### src/rtl/u8u16_pkg.sv
// Shared types and constants for the UTF-8 to UTF-16 decoder.
`default_nettype none

package u8u16_pkg;

    localparam logic [15:0] REPL_CHAR  = 16'hFFFD;
    localparam logic [15:0] SURR_HIGH  = 16'hD800;
    localparam logic [15:0] SURR_LOW   = 16'hDC00;
    localparam logic [20:0] SURR_FIRST = 21'h00D800;
    localparam logic [20:0] SURR_LAST  = 21'h00DFFF;
    localparam logic [20:0] MIN_TWO    = 21'h000080;
    localparam logic [20:0] MIN_THREE  = 21'h000800;
    localparam logic [20:0] MIN_FOUR   = 21'h010000;
    localparam logic [20:0] MAX_SCALAR = 21'h10FFFF;
    localparam int          MAX_UNITS  = 4;

    typedef enum logic [1:0] {
        LEAD_ASCII,
        LEAD_SEQ,
        LEAD_BAD
    } lead_class_t;

    typedef struct packed {
        logic [2:0]                      count;
        logic [MAX_UNITS-1:0][15:0]      unit;
        logic [MAX_UNITS-1:0]            repl;
        logic                            last;
    } bundle_t;

endpackage

`default_nettype wire

### src/rtl/u8u16_dec.sv
// Sequence state and per-byte decode into a bundle of UTF-16 code units.
`default_nettype none

module u8u16_dec (
    input  wire logic                clk,
    input  wire logic                rst_n,
    input  wire logic                accept,
    input  wire logic [7:0]          in_byte,
    input  wire logic                stream_last,
    output u8u16_pkg::bundle_t       bundle
);

    logic [7:0] lead_byte_reg, lead_byte_next;
    logic [1:0] needed_reg, needed_next;
    logic [1:0] held_count_reg, held_count_next;
    logic [2:0][7:0] held_reg;
    logic [2:0][7:0] merged;

    u8u16_pkg::lead_class_t lead_class;
    logic [1:0]  lead_need;
    logic        lead_emit;
    logic [15:0] lead_unit;
    logic        lead_repl;
    logic        lead_open;
    logic        is_cont;
    logic [1:0]  h;
    logic [2:0]  h1;
    logic [2:0]  k;
    logic [20:0] cp;
    logic [19:0] cp_off;
    logic        cp_ok;

    always_comb
    begin
        lead_need = 2'd0;
        if (!in_byte[7])
        begin
            lead_class = u8u16_pkg::LEAD_ASCII;
        end
        else if (in_byte[7:5] == 3'b110)
        begin
            lead_class = u8u16_pkg::LEAD_SEQ;
            lead_need  = 2'd1;
        end
        else if (in_byte[7:4] == 4'b1110)
        begin
            lead_class = u8u16_pkg::LEAD_SEQ;
            lead_need  = 2'd2;
        end
        else if (in_byte[7:3] == 5'b11110)
        begin
            lead_class = u8u16_pkg::LEAD_SEQ;
            lead_need  = 2'd3;
        end
        else
        begin
            lead_class = u8u16_pkg::LEAD_BAD;
        end
    end

    always_comb
    begin
        lead_emit = 1'b1;
        lead_unit = u8u16_pkg::REPL_CHAR;
        lead_repl = 1'b1;
        lead_open = 1'b0;
        case (lead_class)
            u8u16_pkg::LEAD_ASCII:
            begin
                lead_unit = {8'h00, in_byte};
                lead_repl = 1'b0;
            end
            u8u16_pkg::LEAD_SEQ:
            begin
                if (!stream_last)
                begin
                    lead_emit = 1'b0;
                    lead_open = 1'b1;
                end
            end
            default:
            begin
                lead_emit = 1'b1;
            end
        endcase
    end

    assign is_cont = (in_byte[7:6] == 2'b10);
    assign h       = (held_count_reg == 2'd3) ? 2'd2 : held_count_reg;
    assign h1      = {1'b0, h} + 3'd1;
    assign k       = {1'b0, held_count_reg} + 3'd1;

    always_comb
    begin
        for (int i = 0; i < 3; i++)
        begin
            merged[i] = (2'(i) == h) ? in_byte : held_reg[i];
        end
    end

    always_comb
    begin
        cp    = '0;
        cp_ok = 1'b0;
        case (needed_reg)
            2'd1:
            begin
                cp    = {10'd0, lead_byte_reg[4:0], merged[0][5:0]};
                cp_ok = (cp >= u8u16_pkg::MIN_TWO);
            end
            2'd2:
            begin
                cp    = {5'd0, lead_byte_reg[3:0], merged[0][5:0], merged[1][5:0]};
                cp_ok = (cp >= u8u16_pkg::MIN_THREE)
                        && !((cp >= u8u16_pkg::SURR_FIRST) && (cp <= u8u16_pkg::SURR_LAST));
            end
            default:
            begin
                cp    = {lead_byte_reg[2:0], merged[0][5:0], merged[1][5:0], merged[2][5:0]};
                cp_ok = (cp >= u8u16_pkg::MIN_FOUR) && (cp <= u8u16_pkg::MAX_SCALAR);
            end
        endcase
    end

    assign cp_off = 20'(cp - u8u16_pkg::MIN_FOUR);

    always_comb
    begin
        lead_byte_next  = lead_byte_reg;
        needed_next     = needed_reg;
        held_count_next = held_count_reg;
        bundle.count    = 3'd0;
        bundle.last     = stream_last;
        for (int i = 0; i < u8u16_pkg::MAX_UNITS; i++)
        begin
            bundle.unit[i] = u8u16_pkg::REPL_CHAR;
            bundle.repl[i] = 1'b1;
        end

        if (needed_reg != 2'd0 && is_cont)
        begin
            held_count_next = h1[1:0];
            if (h1 >= {1'b0, needed_reg})
            begin
                needed_next     = 2'd0;
                held_count_next = 2'd0;
                if (!cp_ok)
                begin
                    bundle.count = {1'b0, needed_reg} + 3'd1;
                end
                else if (cp[20:16] == 5'd0)
                begin
                    bundle.count   = 3'd1;
                    bundle.unit[0] = cp[15:0];
                    bundle.repl[0] = 1'b0;
                end
                else
                begin
                    bundle.count   = 3'd2;
                    bundle.unit[0] = u8u16_pkg::SURR_HIGH | {6'd0, cp_off[19:10]};
                    bundle.unit[1] = u8u16_pkg::SURR_LOW  | {6'd0, cp_off[9:0]};
                    bundle.repl[0] = 1'b0;
                    bundle.repl[1] = 1'b0;
                end
            end
            else if (stream_last)
            begin
                needed_next     = 2'd0;
                held_count_next = 2'd0;
                bundle.count    = h1 + 3'd1;
            end
        end
        else
        begin
            if (needed_reg != 2'd0)
            begin
                bundle.count = k;
            end
            needed_next     = 2'd0;
            held_count_next = 2'd0;
            if (lead_emit)
            begin
                for (int i = 0; i < u8u16_pkg::MAX_UNITS; i++)
                begin
                    if ((needed_reg == 2'd0 && i == 0)
                        || (needed_reg != 2'd0 && 3'(i) == k))
                    begin
                        bundle.unit[i] = lead_unit;
                        bundle.repl[i] = lead_repl;
                    end
                end
                bundle.count = (needed_reg != 2'd0) ? k + 3'd1 : 3'd1;
            end
            if (lead_open)
            begin
                lead_byte_next = in_byte;
                needed_next    = lead_need;
            end
        end
    end

    always_ff @(posedge clk or negedge rst_n)
    begin
        if (!rst_n)
        begin
            lead_byte_reg  <= '0;
            needed_reg     <= '0;
            held_count_reg <= '0;
        end
        else if (accept)
        begin
            lead_byte_reg  <= lead_byte_next;
            needed_reg     <= needed_next;
            held_count_reg <= held_count_next;
        end
    end

    always_ff @(posedge clk)
    begin
        if (accept && needed_reg != 2'd0 && is_cont)
        begin
            held_reg[h] <= in_byte;
        end
    end

endmodule

`default_nettype wire

### src/rtl/u8u16_ser.sv
// Result register that holds one bundle and hands out its code units one by one.
`default_nettype none

module u8u16_ser (
    input  wire logic                clk,
    input  wire logic                rst_n,
    input  wire logic                load,
    input  wire u8u16_pkg::bundle_t  bundle,
    output logic                     free,
    output logic                     out_valid,
    input  wire logic                out_ready,
    output logic [15:0]              code_unit,
    output logic                     replaced,
    output logic                     run_end,
    output logic                     stream_end
);

    logic                                      valid_reg, valid_next;
    logic [1:0]                                idx_reg, idx_next;
    logic [1:0]                                last_idx_reg;
    logic                                      last_reg;
    logic [u8u16_pkg::MAX_UNITS-1:0][15:0]     unit_reg;
    logic [u8u16_pkg::MAX_UNITS-1:0]           repl_reg;
    logic                                      take;
    logic                                      fill;

    assign out_valid  = valid_reg;
    assign code_unit  = unit_reg[idx_reg];
    assign replaced   = repl_reg[idx_reg];
    assign run_end    = (idx_reg == last_idx_reg);
    assign stream_end = run_end & last_reg;
    assign take       = valid_reg & out_ready;
    assign free       = !valid_reg || (out_ready && run_end);
    assign fill       = load && (bundle.count != 3'd0);

    always_comb
    begin
        valid_next = valid_reg;
        idx_next   = idx_reg;
        if (take)
        begin
            if (run_end)
            begin
                valid_next = 1'b0;
            end
            else
            begin
                idx_next = idx_reg + 2'd1;
            end
        end
        if (fill)
        begin
            valid_next = 1'b1;
            idx_next   = 2'd0;
        end
    end

    always_ff @(posedge clk or negedge rst_n)
    begin
        if (!rst_n)
        begin
            valid_reg <= 1'b0;
            idx_reg   <= 2'd0;
        end
        else
        begin
            valid_reg <= valid_next;
            idx_reg   <= idx_next;
        end
    end

    always_ff @(posedge clk)
    begin
        if (fill)
        begin
            unit_reg     <= bundle.unit;
            repl_reg     <= bundle.repl;
            last_reg     <= bundle.last;
            last_idx_reg <= 2'(bundle.count - 3'd1);
        end
    end

endmodule

`default_nettype wire

### src/rtl/utf8_to_utf16_validating_decoder.sv
// Top level of the validating UTF-8 to UTF-16 decoder.
// Output: a byte's first code unit is registered and valid in the cycle after the byte is accepted.
// Throughput: one byte per cycle while out_ready is high and each byte yields at most
// one unit; a byte that yields N units (up to 4) holds the result register until all are taken.
// Reset: rst_n clears the open sequence and empties the result register.
`default_nettype none

module utf8_to_utf16_validating_decoder (
    input  wire logic        clk,
    input  wire logic        rst_n,
    input  wire logic        in_valid,
    output logic             in_ready,
    input  wire logic [7:0]  in_byte,
    input  wire logic        stream_last,
    output logic             out_valid,
    input  wire logic        out_ready,
    output logic [15:0]      code_unit,
    output logic             replaced,
    output logic             run_end,
    output logic             stream_end
);

    u8u16_pkg::bundle_t bundle;
    logic               free;
    logic               accept;

    assign in_ready = free;
    assign accept   = in_valid & free;

    u8u16_dec u_dec (
        .clk         (clk),
        .rst_n       (rst_n),
        .accept      (accept),
        .in_byte     (in_byte),
        .stream_last (stream_last),
        .bundle      (bundle)
    );

    u8u16_ser u_ser (
        .clk        (clk),
        .rst_n      (rst_n),
        .load       (accept),
        .bundle     (bundle),
        .free       (free),
        .out_valid  (out_valid),
        .out_ready  (out_ready),
        .code_unit  (code_unit),
        .replaced   (replaced),
        .run_end    (run_end),
        .stream_end (stream_end)
    );

endmodule

`default_nettype wire

### config.mk
export PLATFORM = sky130hd
export DESIGN_NAME = utf8_to_utf16_validating_decoder
export DESIGN_NICKNAME = d
export VERILOG_FILES = /design/src/rtl/u8u16_pkg.sv /design/src/rtl/u8u16_dec.sv /design/src/rtl/u8u16_ser.sv /design/src/rtl/utf8_to_utf16_validating_decoder.sv
export SDC_FILE = /design/constraint.sdc
export NUM_CORES = 1
export LEC_CHECK = 0
export ABC_AREA = 1
export ABC_CLOCK_PERIOD_IN_PS = 4650
export BUFFER_PORTS_ARGS = -buffer_cell sky130_fd_sc_hd__buf_2
export CAP_MARGIN = 5
export CORE_MARGIN = 4
export CORE_UTILIZATION = 50
export CTS_CLUSTER_DIAMETER = 50
export DETAILED_ROUTE_END_ITERATION = 6
export PLACE_DENSITY = 0.76
export SYNTH_ARGS = -nofsm -noshare
export SYNTH_HDL_FRONTEND = slang
export SYNTH_SLANG_ARGS = --single-unit
### constraint.sdc
create_clock -name clk -period 4.65 [get_ports clk]
set_input_delay 0.465 -clock clk [delete_from_list [all_inputs] [get_ports clk]]
set_output_delay 0.465 -clock clk [all_outputs]
set_load 0.005 [all_outputs]
==> results of run 1 <==
==> area by class of cell <==
class                   count  area share
clock buffers              11     0.02532
clock inverters             5     0.01109
inverters                  59     0.04316
multi-input cells         400      0.3945
flip-flops and latches     80      0.4514
well taps                 129     0.03111
repair buffers             39     0.04340
==> stage by stage <==
stage	instance area (um^2)	power [mW]	hold WS, ns	setup slack (ns)	cells
finish	5189	2.224	0.3013	1.144	723
global route	5189	2.368	0.2755	0.7823	723
CTS	5189	2.232	0.2964	1.181	723
detailed placement	4990	1.734	0.3826	1.224	706
global placement	4990	1.718	0.3772	1.336	706
floorplan	4743	1.464	0.1694	1.007	557
==> power breakdown <==
group	switching, mW	internal, mW
registers	0.0782	0.895
clock network	0.257	0.249
logic	0.472	0.273
==> synthesized netlist by cell type (all sizes together) <==
| cell type | n |
|---|---|
| nand3b | 1 |
| xnor2 | 1 |
| nor3 | 2 |
| ha | 15 |
| a31oi | 1 |
| clkinv | 2 |
| nand3 | 54 |
| nand4 | 5 |
| a21oi | 20 |
| nand2 | 160 |
| or2 | 3 |
| edfxtp | 68 |
| o21a | 1 |
| buf | 13 |
| xor2 | 2 |
| inv | 57 |
| o22ai | 17 |
| clkbuf | 5 |
| o21ai | 50 |
| dfrtp | 12 |
| o211ai | 13 |
| nor2 | 55 |
==> critical path: cells and delay by family (launching register included) <==
family | cells | cell delay [ns]
flip-flops | 1 | 0.42
AND/OR/NAND/NOR | 12 | 0.99
adder cells (fa/ha/maj) | 3 | 0.71
buffers and inverters | 5 | 0.89
AO/OA/AOI/OAI | 1 | 0.10
==> per-layer routing <==
layer | share of wire | GRT usage | wire [um] | vias up
met5 | 0 | 0 | 0 | -
met4 | 0.016 | 0.05342 | 182 | 0
met3 | 0.075 | 0.04470 | 836 | 19
met2 | 0.48 | 0.3506 | 5375 | 151
met1 | 0.43 | 0.2760 | 4762 | 1839
li1 | - | - | - | 1946
==> timing repair <==
action / CTS / global route
gates resized for setup: 0 / 0
endpoints found under the hold margin: 5 / 0
hold buffers: 1 / 0
==> cells by family (layout without fill, tap and decap cells) <==
| group | after synthesis | in the layout | share of synthesized area |
|---|---|---|---|
| AOI/OAI and AO/OA | 102 | 102 | 0.1221 |
| xor gates and xnor gates | 3 | 3 | 0.005540 |
| adders and majority gates | 15 | 15 | 0.03957 |
| buffers and inverters | 77 | 114 | 0.07465 |
| DFF | 80 | 80 | 0.4938 |
| and+or+nand+nor | 280 | 280 | 0.2643 |
==> final timing paths <==
| check | from | to | slack [ns] | depth (start not counted) |
|---|---|---|---|---|
| worst min-delay path | stream_last | u_ser.last_reg | 0.30 | 1 |
| worst max-delay path | u_dec.held_count_reg[0] | u_ser.unit_reg[12] | 1.14 | 21 |
| worst min register to register | u_dec.lead_byte_reg[4] | u_dec.lead_byte_reg[4] | 0.56 | 2 |
| worst max register to register | u_dec.held_count_reg[0] | u_ser.unit_reg[12] | 1.14 | 21 |
| max in group asynchronous | rst_n | u_dec.lead_byte_reg[0] | 3.87 | 2 |
| min in group asynchronous | rst_n | u_dec.held_count_reg[1] | 0.52 | 2 |
==> results by group, run 1 <==
CTS
  • Num CTS Buffers: 9
  • Root buf cell: clkbuf_8
  • CTS Sinks: 80
  • Setup bufs post-CTS: 0
  • Clk_lat worst skew: between 0.3 and 0.4 ns
  • CTS clk-pin slew, worst paths: 0.09 ns
  • CTS tree: done
  • Max Root-Sink Buffers: 2
  • Htree depth: 3

STA
  • Unrepaired setup endpoints after global routing: false
  • Max frequency: between 200 and 300 MHz
  • Slew headroom: 0.5605
  • Final setup viols: 0
  • Final setup TNS: 0 ns
  • Hold Vio Cnt, Final: 0
  • Clk_skew: 0.02122 ns
  • Period utilization: 0.7540
  • Min Clock Period, post-route: around 3.5 ns
  • Slew Limit Fails: 0
  • Worst-Margin Slew: about 0.66 ns

Route
  • DR WL/cell: approximately 15 um
  • DR pass1 iterations: 5
  • Via count: 3955
  • DRT iter0 DRCs: 366
  • Final WL: around 11 mm
  • DRC Markers: 0
  • Vias/cell: 5.470
  • Post-route antenna net violation count: 0

Worst setup path
  • CP arrival: 3.53 ns
  • CP Data Required Time: around 4.7 ns
  • Setup crit start kind: register
  • Crit path capture type: register
  • Crit-path cells: inv_1 > ha_1 > inv_2 > nand2_1 > nand2_1 > nor2_1 > inv_1 > ha_1 > o21ai_1 > nor2_1 > inv_2 > nand2_1 > nand2_1 > nand2_1 > nand3_1 > nand2_1 > ha_1 > nand3_1 > nand2_1 > nand3_2 > buf_12
  • Critical Path Max Stage Delay: between 0.4 and 0.5 ns
  • CP Max Fanout: between 50 and 60
  • Critical-path top delay cell: dfrtp_1
  • Top cell by count, worst path: nand2_1
  • Critical setup path kind: register to register

Place
  • GP Congestion: ~0.95
  • IO Port Bufs: 33
  • DP HPWL: 8.458 mm

Floorplanning
  • Row count: 35
  • Starting density of the core: 0.5133
  • Die H: between 100 and 150 um
  • Chip width: 105.4 um
  • I/O pins: 34
  • Die footprint: about 11000 um^2
  • Core Region: ~9000 um^2

Pwr
  • Leak: between 2 and 2.5 nW
  • VDD IR-drop max: approximately 180 uV
  • Pwr dens: ~430 nW/um^2

Run
  • Max cap viols: 0

Synth
  • Synth area leader: edfxtp_1
  • Yosys top cell area share: 0.4305
  • Cell Area, Synth: between 4000 and 5000 um^2
  • Distinct cells, synth: 38
  • Yosys warns: 0
  • Seq/Total Area, Yosys: 0.4938
  • Gate count after technology mapping: approximately 560
  • Avg Synthesized Cell Area: ~8.5 um^2
  • Synth Register Bits: 80
  • Syn Nets: between 500 and 600
  • Synth area leaders: edfxtp_1, nand2_1, dfrtp_1, nand3_1, o21ai_0

Global route
  • Grt total ovfl: 0
  • GR Util All Layers: 0.2092
  • Initial antenna violation count: 0
  • First-pass GRT wire length: 18.48 mm
  • Pin count of the biggest net entering global routing: 53
  • Vias in the first global route: roughly 3800

Finish
  • Fillers: between 800 and 900
  • Inserted Diodes: 0
  • Area of the multi-input gates: 2047 um^2
  • Nets: ~620
  • Commonest non-fill, non-tap cell in the layout: nand2_1
  • Most frequent cells in the layout: nand2_1, edfxtp_1, inv_1, nor2_1, nand3_1
  • Area delta synth->final: 9.391%
  • Core Util, Final: 0.5615
  • Max FFs per register: 46
  • Flip-flop and latch area: around 2300 um^2
  • Layout cell share with drive strength beyond 1: 0.1364

Worst hold path
  • Worst hold path type: primary input to register

Run status
  • Outcome: completed
Note: power is estimated with default switching activity, not from simulation.
==> run 2, diff against run 1 <==
--- a/config.mk
+++ b/config.mk
@@ -6,7 +6,7 @@
 export NUM_CORES = 1
 export LEC_CHECK = 0
 export ABC_AREA = 1
-export ABC_CLOCK_PERIOD_IN_PS = 4650
+export ABC_CLOCK_PERIOD_IN_PS = 3440
 export BUFFER_PORTS_ARGS = -buffer_cell sky130_fd_sc_hd__buf_2
 export CAP_MARGIN = 5
 export CORE_MARGIN = 4
==> constraint.sdc (replaced) <==
create_clock -name clk -period 3.44 [get_ports clk]
set_input_delay 0.344 -clock clk [delete_from_list [all_inputs] [get_ports clk]]
set_output_delay 0.344 -clock clk [all_outputs]
set_load 0.005 [all_outputs]
==> run 2 against run 1 <==
Compared with the run above: via count is 2.0% higher; power increased by 40%; non-clock buffer count is 12 higher; die area did not move; combinational power up 52%; critical path depth is 1 lower; final cell count increased by 1.7%; maximum frequency rose by 11%; critical endpoint unchanged.
==> results by group, run 2 (synthesis gave the netlist of run 1 again) <==
Route
  • DR WL/cell: 16.23 um (+5.2%)
  • DRT iter0 DRCs: 362 (-1.1%)
  • Vias/cell: 5.487 (+0.31%)
  • DRC Markers: 0 (unchanged)
  • DR pass1 iterations: 5 (unchanged)
  • Via count: 4033 (+2.0%)
  • Post-route antenna net violation count: 0 (unchanged)
  • Final WL: 11.93 mm (+6.9%)

Finish
  • Commonest non-fill, non-tap cell in the layout: nand2_1
  • Layout cell share with drive strength beyond 1: 0.1568 (+0.02040)
  • Area delta synth->final: 11.90%
  • Max FFs per register: 46 (unchanged)
  • Final non-filler cell total: 735 (+1.7%)
  • Most frequent cells in the layout: nand2_1, edfxtp_1, inv_1, nor2_1, nand3_1
  • Inserted Diodes: 0 (unchanged)
  • Nets: 629 (+1.9%)

Floorplanning
  • Die H: 105.4 um (unchanged)
  • Die footprint: 11110 um^2 (unchanged)
  • I/O pins: 34 (unchanged)
  • Starting density of the core: 0.5133 (unchanged)
  • Core Region: 9240 um^2 (unchanged)
  • Row count: 35 (unchanged)
  • Chip width: 105.4 um (unchanged)

STA
  • Min Clock Period, post-route: 3.168 ns (-0.3385 ns)
  • Final setup TNS: 0 ns (unchanged)
  • Unrepaired setup endpoints after global routing: false
  • Worst-Margin Slew: 0.6528 ns (-0.004913 ns)
  • Clk_skew: 0.02274 ns (+0.001516 ns)
  • Period utilization: 0.9208 (+0.1668)
  • Hold Slack: 0.1810 ns (-0.1202 ns)
  • Slew Limit Fails: 0 (unchanged)
  • Hold Vio Cnt, Final: 0 (unchanged)
  • Max frequency: 315.7 MHz (+11%)
  • Final setup viols: 0 (unchanged)
  • Setup ws final: 0.2723 ns (-0.8715 ns)
  • Slew headroom: 0.5602 (about the same)

Pwr
  • Leak: 2.109 nW (+2.9%)
  • VDD IR-drop max: 268.4 uV (+52%)
  • Pwr dens: 587.9 nW/um^2 (+37%)

Place
  • DP Worst Slack: 0.2125 ns (-1.011 ns)
  • GP Congestion: 0.9759 (+2.3%)
  • DP Cell Count: 713 (+0.99%)
  • DP HPWL: 9.130 mm (+7.9%)
  • IO Port Bufs: 33 (unchanged)

Global route
  • GR Util All Layers: 0.2203 (+0.01110)
  • Grt total ovfl: 0 (unchanged)
  • Initial antenna violation count: 0 (unchanged)
  • First-pass GRT wire length: 19.51 mm (+5.6%)
  • Pin count of the biggest net entering global routing: 30 (-43%)
  • Vias in the first global route: 3884 (+1.9%)

Run
  • Max cap viols: 0 (unchanged)

CTS
  • CTS Sinks: 80 (unchanged)
  • CTS tree: done
  • Htree depth: 3 (unchanged)
  • Num CTS Buffers: 9 (unchanged)
  • Clk_lat worst skew: 0.37 ns (about the same)
  • Max Root-Sink Buffers: 2 (unchanged)
  • Root buf cell: clkbuf_8
  • CTS clk-pin slew, worst paths: 0.10 ns (about the same)

Worst setup path
  • R2r setup slk: 0.27 ns (-0.87 ns)
  • Crit path capture type: register
  • CP arrival: 3.23 ns (-0.30 ns)
  • Setup crit start kind: register
  • CP Max Fanout: 19 (-63%)
  • Critical setup path kind: register to register
  • CP Data Required Time: 3.50 ns (-1.17 ns)

Run status
  • Outcome: completed

Worst hold path
  • Worst hold path type: primary input to register
[run 2: cell count changes in the layout (fill, tap and decap cells not counted), sizes merged]
| cell | delta |
|---|---|
| buf | +12 |
| clkbuf | -1 |
| clkinv | -2 |
| clkinvlp | +2 |
| inv | +1 |
[run 2: where the power goes]
part,switching (mW),internal (mW)
clock,0.363,0.338
combinational,0.704,0.421
sequential,0.0846,1.21
[run 2: final timing paths]
check	start	to	cells past startpoint
min reg2reg	u_dec.lead_byte_reg[4]	u_dec.lead_byte_reg[4]	2
min in group asynchronous	rst_n	u_dec.needed_reg[0]	2
min	stream_last	u_ser.last_reg	1
max in group asynchronous	rst_n	u_dec.lead_byte_reg[1]	2
max	u_dec.held_count_reg[1]	u_ser.unit_reg[12]	20
max reg2reg	u_dec.held_count_reg[1]	u_ser.unit_reg[12]	20
[run 2: critical path, stage by stage, from the launching register on]
cell     delay (ns)
dfrtp_1        0.45
inv_2          0.14
ha_1           0.23
buf_4          0.16
nand2_1        0.05
nand2_1        0.15
nor2_1         0.06
inv_1          0.09
ha_1           0.16
o21ai_1        0.08
nor2_1         0.16
inv_2          0.07
nand4_2        0.13
nand2_1        0.07
nand2_1        0.05
nand2_1        0.07
ha_1           0.21
nand3_1        0.07
nand2_1        0.10
nand3_4        0.16
buf_12         0.19
[run 2: layer usage]
| layer | vias to the layer above | part of all wire | track usage |
|---|---|---|---|
| li1 | 1981 | - | - |
| met1 | 1863 | 0.43 | 0.2867 |
| met2 | 160 | 0.48 | 0.3648 |
| met3 | 29 | 0.062 | 0.03368 |
| met4 | 0 | 0.030 | 0.09560 |
| met5 | - | 0 | 0 |
[run 2: final cells by class]
cell class | instances | area (um^2)
Fill cell | 828 | 3933
Clock inverter | 6 | 67.56
Clock buffer | 10 | 127.6
Multi-Input combinational cell | 400 | 2054
Tap cell | 129 | 161.4
Sequential cell | 80 | 2342
Timing Repair Buffer | 51 | 327.8
Inverter | 59 | 226.5
[run 2: through the flow]
stage	total power [mW]	instance area [um^2]	util
after detailed placement	2.412	5062	0.5479
after floorplan	1.980	4751	-
after global placement	2.387	5062	0.5479
final	3.120	5308	0.5744
after global routing	3.302	5308	0.5744
after CTS	3.101	5268	0.5701
[run 2: repair_timing]
action,in CTS,in global routing
hold buffers,1,0
endpoints found under the setup margin,0,41
hold endpoints to repair,12,0
buffers inserted,0,5
resized for setup,0,2
